===== src/design/slcd_pkg.sv =====
// ----------------------------------------------------------------------------
// slcd_pkg
// shared constants and control types for the sync / length / checksum deframer
// ----------------------------------------------------------------------------
`timescale 1ns / 1ps
`default_nettype none

package slcd_pkg;

  // default frame store depth
  localparam int MAX_FRAME_DEF = 32;

  // configuration register reset values
  localparam logic [7:0] SYNC_RST = 8'hFA;
  localparam logic [5:0] MIN_RST  = 6'd10;
  localparam logic [5:0] MAX_RST  = 6'd28;

  // configuration register indexes
  localparam int CFG_IDX_W = 2;
  localparam logic [CFG_IDX_W-1:0] CFG_SYNC = 2'd0;
  localparam logic [CFG_IDX_W-1:0] CFG_MIN  = 2'd1;
  localparam logic [CFG_IDX_W-1:0] CFG_MAX  = 2'd2;

  // result status codes
  localparam logic [1:0] ST_GOOD = 2'd0;
  localparam logic [1:0] ST_CSUM = 2'd1;
  localparam logic [1:0] ST_LEN  = 2'd2;

  // smallest legal frame: sync, length, checksum
  localparam logic [7:0] MIN_FRAME = 8'd3;

  // controller to datapath commands
  typedef struct packed {
    logic start_frame;   // store sync byte, restart sum and count
    logic take_len;      // store length byte, latch expected length
    logic body_wr;       // store a body byte
    logic body_acc;      // add body byte to sum, advance count
    logic load_len_err;  // present a length error result
    logic load_csum_err; // present a checksum error result
    logic rd_start;      // clear replay index
    logic rd_issue;      // read frame store at replay index
    logic rd_load;       // present replayed byte, advance replay index
  } slcd_cmd_t;

  // datapath to controller status
  typedef struct packed {
    logic is_sync;   // input byte matches sync value
    logic len_ok;    // input byte is an acceptable length
    logic last_pos;  // input byte is the checksum byte
    logic sum_ok;    // input byte equals running sum
    logic pos_ovf;   // store position beyond the frame store
    logic rd_last;   // replay index is on the final byte
    logic out_free;  // output register can take a result this cycle
  } slcd_sts_t;

endpackage

`default_nettype wire


===== src/design/sync_length_checksum_deframer.sv =====
// an error result is registered and valid the cycle after the byte that caused it; a good
// frame is replayed after its checksum, each byte by a registered frame store read, then a
// result load; one byte per cycle is taken while hunting and collecting unless the result
// register is full and stalled, and no bytes are taken while a frame is replayed
// reset: synchronous active-low rst_n; configuration returns to sync 0xfa,
// lengths 10 to 28, the block hunts for sync and the result register is empty
// ----------------------------------------------------------------------------
// sync_length_checksum_deframer
// hunts for a sync byte, checks frame length and additive checksum, and
// replays good frames byte by byte or reports one error result
// ----------------------------------------------------------------------------
`timescale 1ns / 1ps
`default_nettype none

module sync_length_checksum_deframer
  import slcd_pkg::*;
#(
  parameter int MAX_FRAME = MAX_FRAME_DEF
) (
  input  wire logic                 clk,
  input  wire logic                 rst_n,
  // configuration writes
  input  wire logic                 cfg_valid,
  output logic                      cfg_ready,
  input  wire logic [CFG_IDX_W-1:0] cfg_index,
  input  wire logic [7:0]           cfg_data,
  // received bytes
  input  wire logic                 in_valid,
  output logic                      in_stall,
  input  wire logic [7:0]           in_rx_byte,
  // result items
  output logic                      out_valid,
  input  wire logic                 out_stall,
  output logic [7:0]                out_frame_byte,
  output logic [4:0]                out_byte_index,
  output logic [5:0]                out_frame_length,
  output logic [1:0]                out_status,
  output logic                      out_last
);

  slcd_cmd_t cmd;
  slcd_sts_t sts;

  // registers are plain flops, a write always lands at once
  assign cfg_ready = 1'b1;

  // controller: phase tracking and replay sequencing; it also holds off new
  // items while a frame is replayed or the result register is full and stalled
  slcd_ctrl u_ctrl (
    .clk      (clk),
    .rst_n    (rst_n),
    .in_valid (in_valid),
    .in_stall (in_stall),
    .sts      (sts),
    .cmd      (cmd)
  );

  // datapath: configuration registers, frame store memory, running sum,
  // byte count, expected length, replay index and the result register
  slcd_dp #(
    .MAX_FRAME (MAX_FRAME)
  ) u_dp (
    .clk              (clk),
    .rst_n            (rst_n),
    .cfg_we           (cfg_valid && cfg_ready),
    .cfg_index        (cfg_index),
    .cfg_data         (cfg_data),
    .in_rx_byte       (in_rx_byte),
    .cmd              (cmd),
    .sts              (sts),
    .out_valid        (out_valid),
    .out_stall        (out_stall),
    .out_frame_byte   (out_frame_byte),
    .out_byte_index   (out_byte_index),
    .out_frame_length (out_frame_length),
    .out_status       (out_status),
    .out_last         (out_last)
  );

endmodule

`default_nettype wire


===== src/design/slcd_ctrl.sv =====
// ----------------------------------------------------------------------------
// slcd_ctrl
// frame state machine: hunting, length, body collection and frame replay
// ----------------------------------------------------------------------------
`timescale 1ns / 1ps
`default_nettype none

module slcd_ctrl
  import slcd_pkg::*;
(
  input  wire logic      clk,
  input  wire logic      rst_n,
  input  wire logic      in_valid,
  output logic           in_stall,
  input  wire slcd_sts_t sts,
  output slcd_cmd_t      cmd
);

  localparam logic [2:0] S_HUNT = 3'd0;
  localparam logic [2:0] S_LEN  = 3'd1;
  localparam logic [2:0] S_BODY = 3'd2;
  localparam logic [2:0] S_RD   = 3'd3;
  localparam logic [2:0] S_WR   = 3'd4;

  logic [2:0] state_r;
  logic [2:0] state_nxt;
  logic       in_fire;

  // no new item during replay or while the result slot is full and stalled
  assign in_stall = (state_r == S_RD) || (state_r == S_WR) || !sts.out_free;
  assign in_fire  = in_valid && !in_stall;

  always_comb begin
    state_nxt = state_r;
    cmd       = '0;
    case (state_r)
      S_LEN: begin
        if (in_fire) begin
          if (!sts.len_ok) begin
            cmd.load_len_err = 1'b1;
            if (sts.is_sync) begin
              cmd.start_frame = 1'b1;
              state_nxt       = S_LEN;
            end else begin
              state_nxt = S_HUNT;
            end
          end else begin
            cmd.take_len = 1'b1;
            state_nxt    = S_BODY;
          end
        end
      end
      S_BODY: begin
        if (in_fire) begin
          if (sts.pos_ovf) begin
            state_nxt = S_HUNT;
          end else if (sts.last_pos) begin
            cmd.body_wr = 1'b1;
            if (sts.sum_ok) begin
              cmd.rd_start = 1'b1;
              state_nxt    = S_RD;
            end else begin
              cmd.load_csum_err = 1'b1;
              state_nxt         = S_HUNT;
            end
          end else begin
            cmd.body_wr  = 1'b1;
            cmd.body_acc = 1'b1;
          end
        end
      end
      S_RD: begin
        cmd.rd_issue = 1'b1;
        state_nxt    = S_WR;
      end
      S_WR: begin
        if (sts.out_free) begin
          cmd.rd_load = 1'b1;
          state_nxt   = sts.rd_last ? S_HUNT : S_RD;
        end
      end
      default: begin
        // hunting, and any unused code
        if (in_fire) begin
          if (sts.is_sync) begin
            cmd.start_frame = 1'b1;
            state_nxt       = S_LEN;
          end else begin
            state_nxt = S_HUNT;
          end
        end
      end
    endcase
  end

  always_ff @(posedge clk) begin
    if (!rst_n) begin
      state_r <= S_HUNT;
    end else begin
      state_r <= state_nxt;
    end
  end

endmodule

`default_nettype wire


===== src/design/slcd_dp.sv =====
// ----------------------------------------------------------------------------
// slcd_dp
// configuration, frame store, running sum, counters and result register
// ----------------------------------------------------------------------------
`timescale 1ns / 1ps
`default_nettype none

module slcd_dp
  import slcd_pkg::*;
#(
  parameter int MAX_FRAME = MAX_FRAME_DEF
) (
  input  wire logic                 clk,
  input  wire logic                 rst_n,
  input  wire logic                 cfg_we,
  input  wire logic [CFG_IDX_W-1:0] cfg_index,
  input  wire logic [7:0]           cfg_data,
  input  wire logic [7:0]           in_rx_byte,
  input  wire slcd_cmd_t            cmd,
  output slcd_sts_t                 sts,
  output logic                      out_valid,
  input  wire logic                 out_stall,
  output logic [7:0]                out_frame_byte,
  output logic [4:0]                out_byte_index,
  output logic [5:0]                out_frame_length,
  output logic [1:0]                out_status,
  output logic                      out_last
);

  localparam int AW    = $clog2(MAX_FRAME);
  localparam int CNT_W = $clog2(MAX_FRAME + 1);
  localparam logic [7:0]       MAX_B = 8'(MAX_FRAME);
  localparam logic [7:0]       CAP_B = 8'((MAX_FRAME > 63) ? 63 : MAX_FRAME);
  localparam logic [CNT_W-1:0] MAX_C = CNT_W'(MAX_FRAME);

  // configuration
  logic [7:0] sync_r;
  logic [5:0] min_r;
  logic [5:0] max_r;

  // frame tracking
  logic [CNT_W-1:0] taken_r,  taken_nxt;
  logic [CNT_W-1:0] exp_r,    exp_nxt;
  logic [7:0]       sum_r,    sum_nxt;
  logic [CNT_W-1:0] rd_idx_r, rd_idx_nxt;

  // frame store
  logic [7:0]    mem [MAX_FRAME];
  logic [7:0]    rd_data_r;
  logic [AW-1:0] wr_addr;
  logic          wr_en;

  // result register
  logic       oval_r, oval_nxt;
  logic [7:0] obyte_r;
  logic [4:0] oidx_r;
  logic [5:0] olen_r;
  logic [1:0] ost_r;
  logic       olast_r;
  logic [7:0] clip;
  logic       load;

  always_ff @(posedge clk) begin
    if (!rst_n) begin
      sync_r <= SYNC_RST;
      min_r  <= MIN_RST;
      max_r  <= MAX_RST;
    end else if (cfg_we) begin
      case (cfg_index)
        CFG_SYNC: sync_r <= cfg_data;
        CFG_MIN:  min_r  <= cfg_data[5:0];
        CFG_MAX:  max_r  <= cfg_data[5:0];
        default:  ;
      endcase
    end
  end

  assign sts.is_sync  = (in_rx_byte == sync_r);
  assign sts.len_ok   = (in_rx_byte >= MIN_FRAME) && (in_rx_byte >= {2'b00, min_r}) &&
                        (in_rx_byte <= {2'b00, max_r}) && (in_rx_byte <= MAX_B);
  assign sts.last_pos = ((CNT_W+1)'(taken_r) + 1'b1) >= (CNT_W+1)'(exp_r);
  assign sts.sum_ok   = (sum_r == in_rx_byte);
  assign sts.pos_ovf  = (taken_r >= MAX_C);
  assign sts.rd_last  = ((CNT_W+1)'(rd_idx_r) + 1'b1) == (CNT_W+1)'(exp_r);
  assign sts.out_free = !oval_r || !out_stall;

  always_comb begin
    taken_nxt  = taken_r;
    exp_nxt    = exp_r;
    sum_nxt    = sum_r;
    rd_idx_nxt = rd_idx_r;
    if (cmd.start_frame) begin
      taken_nxt = CNT_W'(1);
      exp_nxt   = '0;
      sum_nxt   = in_rx_byte;
    end else if (cmd.take_len) begin
      taken_nxt = CNT_W'(2);
      exp_nxt   = in_rx_byte[CNT_W-1:0];
      sum_nxt   = sum_r + in_rx_byte;
    end else if (cmd.body_acc) begin
      taken_nxt = taken_r + 1'b1;
      sum_nxt   = sum_r + in_rx_byte;
    end
    if (cmd.rd_start) begin
      rd_idx_nxt = '0;
    end else if (cmd.rd_load) begin
      rd_idx_nxt = rd_idx_r + 1'b1;
    end
  end

  always_ff @(posedge clk) begin
    if (!rst_n) begin
      taken_r  <= '0;
      exp_r    <= '0;
      sum_r    <= '0;
      rd_idx_r <= '0;
    end else begin
      taken_r  <= taken_nxt;
      exp_r    <= exp_nxt;
      sum_r    <= sum_nxt;
      rd_idx_r <= rd_idx_nxt;
    end
  end

  // sync byte always lands at entry zero, later bytes at the running count
  assign wr_en   = cmd.start_frame || cmd.take_len || cmd.body_wr;
  assign wr_addr = cmd.start_frame ? '0 : taken_r[AW-1:0];

  always_ff @(posedge clk) begin
    if (wr_en) begin
      mem[wr_addr] <= in_rx_byte;
    end
    if (cmd.rd_issue) begin
      rd_data_r <= mem[rd_idx_r[AW-1:0]];
    end
  end

  assign clip = (in_rx_byte > CAP_B) ? CAP_B : in_rx_byte;
  assign load = cmd.load_len_err || cmd.load_csum_err || cmd.rd_load;

  always_comb begin
    oval_nxt = oval_r;
    if (load) begin
      oval_nxt = 1'b1;
    end else if (!out_stall) begin
      oval_nxt = 1'b0;
    end
  end

  always_ff @(posedge clk) begin
    if (!rst_n) begin
      oval_r <= 1'b0;
    end else begin
      oval_r <= oval_nxt;
    end
  end

  always_ff @(posedge clk) begin
    if (cmd.load_len_err) begin
      obyte_r <= '0;
      oidx_r  <= '0;
      olen_r  <= clip[5:0];
      ost_r   <= ST_LEN;
      olast_r <= 1'b1;
    end else if (cmd.load_csum_err) begin
      obyte_r <= '0;
      oidx_r  <= '0;
      olen_r  <= 6'(exp_r);
      ost_r   <= ST_CSUM;
      olast_r <= 1'b1;
    end else if (cmd.rd_load) begin
      obyte_r <= rd_data_r;
      oidx_r  <= 5'(rd_idx_r);
      olen_r  <= 6'(exp_r);
      ost_r   <= ST_GOOD;
      olast_r <= sts.rd_last;
    end
  end

  assign out_valid        = oval_r;
  assign out_frame_byte   = obyte_r;
  assign out_byte_index   = oidx_r;
  assign out_frame_length = olen_r;
  assign out_status       = ost_r;
  assign out_last         = olast_r;

endmodule

`default_nettype wire


===== config.mk =====
export PLATFORM = sky130hd
export DESIGN_NAME = sync_length_checksum_deframer
export DESIGN_NICKNAME = d
export VERILOG_FILES = /design/src/design/slcd_pkg.sv /design/src/design/sync_length_checksum_deframer.sv /design/src/design/slcd_ctrl.sv /design/src/design/slcd_dp.sv
export SDC_FILE = /design/constraint.sdc
export NUM_CORES = 1
export LEC_CHECK = 0
export BUFFER_PORTS_ARGS = -buffer_cell sky130_fd_sc_hd__buf_2
export CAP_MARGIN = 20
export CORE_ASPECT_RATIO = 1.5
export CORE_UTILIZATION = 40
export DETAILED_ROUTE_END_ITERATION = 6
export SYNTH_ARGS = -nofsm -noshare
export SYNTH_HDL_FRONTEND = slang
export SYNTH_SLANG_ARGS = --single-unit

===== constraint.sdc =====
create_clock -name clk -period 3.24 [get_ports clk]
set_input_delay 0.324 -clock clk [delete_from_list [all_inputs] [get_ports clk]]
set_output_delay 0.324 -clock clk [all_outputs]
set_load 0.01 [all_outputs]

-- Yosys cells after proc, flatten, opt, wreduce, memory -nomap -nowiden
Memory sizes are Yosys's and may differ from the RTL's. A register that Yosys moved wholly into a read port is not among the register bits.
Index checks and enable logic that the tools add are counted.
W data, S select, Z words.
- add/sub/neg operators: 5
- $lt $le $gt $ge: 7
- equality and inequality tests: 14
- muxes and demuxes: 51
- bitwise gates (word level): 1
- reduce and logical (&&, ||, !) cells: 30
- operator list (cell ; number):
    $mux W2 ; 14
    $mux W6 ; 4
    $mux W8 ; 3
    $mux W3 ; 7
    $mux W1 ; 20
    $eq A8 B8 Y1 ; 2
    $add A6 B1 Y7 const B ; 2
    $add A6 B1 Y6 const B ; 2
    $pmux W3 S4 ; 1
    $reduce_bool A3 Y1 ; 3
    $add A8 B8 Y8 ; 1
    $ge A8 B2 Y1 const B ; 1
    $ge A8 B6 Y1 ; 1
    $gt A8 B6 Y1 const B ; 1
    $le A8 B6 Y1 ; 1
    $le A8 B6 Y1 const B ; 1
    $ne A2 B1 Y1 const B ; 4
    $eq A7 B6 Y1 ; 1
    $ge A7 B6 Y1 ; 1
    $logic_or A1 B1 Y1 ; 7
    $eq A3 B2 Y1 const B ; 2
    $ge A6 B6 Y1 const B ; 1
    $reduce_and A2 Y1 ; 3
    $reduce_or A2 Y1 ; 3
    14 further kinds ; 22
- register bits: 72
- memory bits (writable): 256
- input bits: 23
- output and inout bits: 25
- word-level logic and storage cells: 125
- memories kept: 1
- memories (memory ; depth ; width ; read ports ; clocked after Yosys merged registers in ; write ports ; RTL line ; source):
    u_dp.mem ; 32 ; 8 ; 1 ; 1 ; 1 ; slcd_dp.sv:48 ; logic [7:0] mem [MAX_FRAME];

-- Depth between registers and ports, before layout
- word-level depth: 12
- depth in mapped cells: 12
- mapped depth without buffers: 11

-- Cells and area by module
A second synthesis with hierarchy kept.
- cells, all modules: 943
- area, all modules: 14520.2 µm²
- by module, submodules not included (module ; instances ; cells each ; area an instance (µm²) ; sequential area each (µm²)):
    slcd_dp ; 1 ; 893 ; 14162.3 ; 9369.0
    slcd_ctrl ; 1 ; 48 ; 346.6 ; 60.1
    sync_length_checksum_deframer ; 1 ; 2 ; 11.3 ; 0.0

-- Least setup slack after synthesis
No wires, ideal clock.
- kind: flip-flop to flip-flop
- start: reg u_dp.max_r[1]
- end: mem u_dp.mem[0][0] (enable)
- library setup time: 0.381 ns
- arrival: 2.544 ns
- required time: 2.859 ns
- slack: 0.315 ns
- stages on the path, launching flop included: 11
- path buffers: 1
- period minus slack after synthesis: 2.925 ns
- cells stage by stage: dfxtp_1 inv_1 ha_1 nor2b_1 o31ai_1 a21oi_1 or4_1 buf_2 nand2b_4 nand3_4 o41ai_2
- word-level cells in the longest chain between the ends: 10
- elaborated cells between the ends (all ways): 13
- those cells by class: order compare (1); mux (8); reduce/logical (4)
- ends and longest elaborated chain (item ; RTL line ; source):
    from (decl) ; slcd_dp.sv:39 ; logic [5:0] max_r;
    from (signal assigned) ; slcd_dp.sv:72 ; CFG_MAX: max_r <= cfg_data[5:0];
    $le A8 B6 Y1 * ; slcd_dp.sv:80 ; (in_rx_byte <= {2'b00, max_r}) && (in_rx_byte <= MAX_B);
    $logic_and A1 B1 Y1 * ; slcd_dp.sv:79 ; assign sts.len_ok = (in_rx_byte >= MIN_FRAME) && (in_rx_byte >= {2'b00, min_r}) &&
    $logic_and A1 B1 Y1 * ; slcd_dp.sv:80 ;
    $mux W1 ; slcd_ctrl.sv:39 ; if (!sts.len_ok) begin
    $mux W2 * ; slcd_ctrl.sv:38 ; if (in_fire) begin
    $pmux W1 S2 / $mux W1 (equally long branches) ; slcd_ctrl.sv:36 ; case (state_r)
    $logic_or A1 B1 Y1 (2 in series) ; slcd_dp.sv:126 ; assign wr_en = cmd.start_frame || cmd.take_len || cmd.body_wr;
    $mux W1 ; slcd_dp.sv:130 ; if (wr_en) begin
    $mux W1 (not written as such) ; slcd_dp.sv:131 ; mem[wr_addr] <= in_rx_byte;
    to (decl) ; slcd_dp.sv:48 ;
Every way passes the cells marked *; elsewhere a longest branch is shown, timed or not.

-- Worst setup path after layout
- start: reg u_dp.max_r[1]
- end: mem u_dp.mem[10][7] (enable)
The elaborated chain is that of the path after synthesis.

==> flow_metrics.tcl <==
set metrics [dict create \
    start_kind "register" \
    clockBufferDepth 3 \
    period_needed_ns 2.91 \
    rr_endpoint "u_dp.mem[10][7]" \
    finalSetupTns_ns 0 \
    gp_routability_congestion 0.831 \
    min_path_type "input port to register" \
    dp_slack_ns 0.192 \
    worst-path-buf-inv 2 \
    rows 84 \
    ys_ff_latch 336 \
    synth_top_area_frac 0.568 \
    cts_buffers 34 \
    cpLargestDelayFamily "simple AND/OR/NAND/NOR gates" \
    cp_cell_sequence "inv_1 > ha_1 > nor2b_1 > o31ai_1 > a21oi_1 > or4_1 > nand2b_4 > nand3_2 > nor2_1 > buf_4" \
    final_area_mm2 0.0167 \
    cts_max_level 2 \
    cap_violations 0 \
    ys.flop_type "edfxtp_1" \
    post_cts_buffers 0 \
    crit_fanout 8 \
    grt_setup_unrepaired "false" \
    drc 0 \
    syn_area_mm2 0.0143 \
    synth_top_area_cell "edfxtp_1" \
    post-route-period-util 0.898 \
    holdPathStages 3 \
    synth_edf_count 270 \
    drive_gt1_frac 0.265 \
    die_y_um 233 \
    globalRouteTotalUtil 0.191 \
    path_clk_slew_ns 0.06 \
    drv_slew 0 \
    syn_to_final_growth_pct 17.1 \
    fillers 3058 \
    whs_endpoint "u_dp.sync_r[6]" \
    max-slew-margin-rel 0.343 \
    grt_pass1_wl_mm 50.5 \
    clkSinkCount 336 \
    final-setup-viol-count 0 \
    overflow 0 \
    ir_drop_uv 369 \
    cts-root-buf "clkbuf_16" \
    grt_max_degree 38 \
    r2r_start "u_dp.max_r[1]" \
    routed_via_density 5.27 \
    critical_path_required_ns 3.45 \
    max_stage_delay_ns 0.61 \
    yosysUniqueCellTypes 64 \
    critPathArrivalTime_ns 3.12 \
    wl_per_cell_um 22.1 \
    placed_area_mm2 0.0155 \
    timing.fmax_mhz 344 \
    wirelength_mm 33.8 \
    cts_resized 0 \
    setup_ws_ns 0.332 \
    cp_slowest_cell "or4_1" \
    hold_buffers 1 \
    synth_fp_nets 964 \
    worst_pin_slew_ns 0.984 \
    finalNetCount 1080 \
    hold_violations 0 \
    fin_skew_ns 0.0246 \
    cts_tree "done" \
    rrSetupSlack_ns 0.33 \
    clock_latency_ns 0.52 \
    power_density_mw_per_mm2 538 \
    synthTopCellsByArea "edfxtp_1 (57%), mux4_2 (13%), dfxtp_1 (9.3%)" \
    dr.pass1.iters 4 \
    antenna_found_initial 0 \
    initial_core_util 0.407 \
    syn_area_per_cell_um2 15.7 \
    yosysWarnings 0 \
    drt_iter0_markers 489 \
    p_leak_uw 0.00566 \
    first_global_vias 8124 \
    fin_hold_ws_ns 0.0330 \
    worstHoldStart "cfg_data[6]" \
    io_buffers 46 \
    ioPinCount 48 \
    status "complete, no violations" \
    via_count 8053 \
    die_w_um 156 \
    syn_inst 912 \
    n_antenna_cell 0 \
    yosysSeqAreaShare 0.661 \
    dieArea_mm2 0.0365 \
    crit_type "register to register" \
    cp.depth 10 \
    total_power_uw 8990 \
    dp_hpwl_mm 23.5 \
    rr_worst_depth 10 \
    core_mm2 0.0351 \
    async_flop_share 0 \
    end_kind "register" \
    ant_nets 0 \
]
## metal layers
layer | routed length, µm | up-vias | GRT usage
met3 | 1240 | 48 | 0.0226
li1 | - | 3754 | -
met2 | 18600 | 195 | 0.360
met5 | 0 | - | 0
met4 | 1070 | 0 | 0.0748
met1 | 12900 | 4056 | 0.219
## cells by family (layout without fill, tap and decap cells)
logic type,after synthesis,count (layout),share of synthesized area
XOR/XNOR,31,31,0.0190
buffers and inverters,70,212,0.0210
multiplexers,101,101,0.142
other,1,1,0.000263
AO/OA/AOI/OAI,107,107,0.0483
flip-flops,336,336,0.661
adder cells (fa/ha/maj),29,29,0.0259
AND/OR/NAND/NOR,237,237,0.0832
## through the flow
stage,util,std cells
floorplan,-,912
global placement,0.443,1464
detailed placement,0.443,1464
CTS,0.476,1527
global route,0.476,1527
finish,0.476,1527
## cells in the final DEF, fill, tap and decap left out, drive strengths merged, types with 8 or more instances in the layout
master and n:
clkbuf 43, dfxtp 66, ha 28, edfxtp 270, nand2 73, xnor2 14, mux4 80, clkinv 12
o21ai 24, xor2 17, nand3 34, buf 122, inv 27, mux2 8, nor2 65, mux2i 13
a21oi 41, nand2b 10, nor3 14
## registers in the layout (all words and copies together) (netlist names)
name and flops:
u_dp.out_status 2, u_dp.out_last 1, u_dp.sync_r 8, u_dp.taken_r 6
u_dp.rd_data_r 8, u_dp.out_valid 1, u_dp.out_frame_byte 8, u_dp.max_r 6
u_dp.sum_r 8, u_dp.out_frame_length 6, u_dp.out_byte_index 5, u_dp.min_r 6
u_dp.exp_r 6, u_dp.rd_idx_r 6, u_dp.mem 256, u_ctrl.state_r 3
## synthesized netlist by cell type, types with 2 or more instances
cell / number
buf_1: 7
a211oi_1: 6
o31ai_1: 3
o21ai_1: 2
buf_2: 9
and2_1: 3
o21ai_0: 22
nand3b_1: 5
a31oi_1: 2
nor3_1: 12
ha_1: 28
o21a_1: 5
or3_1: 2
nand2_1: 73
nor2b_1: 4
nor2_1: 65
a21o_1: 6
or4_1: 2
xnor2_1: 14
a31o_2: 3
a21oi_1: 41
nor3b_1: 6
dfxtp_1: 66
nor4b_1: 4
o2111ai_1: 2
and2b_1: 3
nand3_2: 3
nand2b_1: 9
buf_4: 5
edfxtp_1: 270
mux2_2: 8
nor4_1: 3
nand3_1: 30
clkbuf_1: 21
or3b_2: 3
xor2_1: 17
a22oi_1: 4
mux2i_1: 13
nand4_1: 2
inv_1: 26
mux4_2: 80
## cell type report
class	count	area (µm²)	share of cell area
tap	473	592	0.0354
clock inverter	19	221	0.0132
timing repair buffer	123	873	0.0522
inverter	27	101	0.00606
clock buffer	43	948	0.0567
sequential	336	9430	0.564
multi-input combinational	506	4540	0.272
## worst min-delay path: stages
cell	delay [ns]
buf_2	0.08
nand2_1	0.05
nand3_1	0.07
## worst max-delay path by stage
stage                          startpoint                        to  slack (ns)
after global placement      in_rx_byte[3]           u_dp.mem[10][4]        0.22
after global routing      u_dp.taken_r[0]  u_dp.out_frame_length[4]        0.10
after CTS                   u_dp.max_r[1]           u_dp.mem[10][7]        0.29
final                       u_dp.max_r[1]           u_dp.mem[10][7]        0.33
after floorplan             u_dp.max_r[1]            u_dp.mem[0][0]        0.31
after detailed placement    in_rx_byte[3]           u_dp.mem[10][6]        0.19
## power by group
part           internal, µW  total [µW]  switching (µW)
Sequential             4660        4670            7.90
Combinational          71.2         233             161
Clock                  2480        4080            1600
Note: power is estimated with default switching activity, not from simulation.
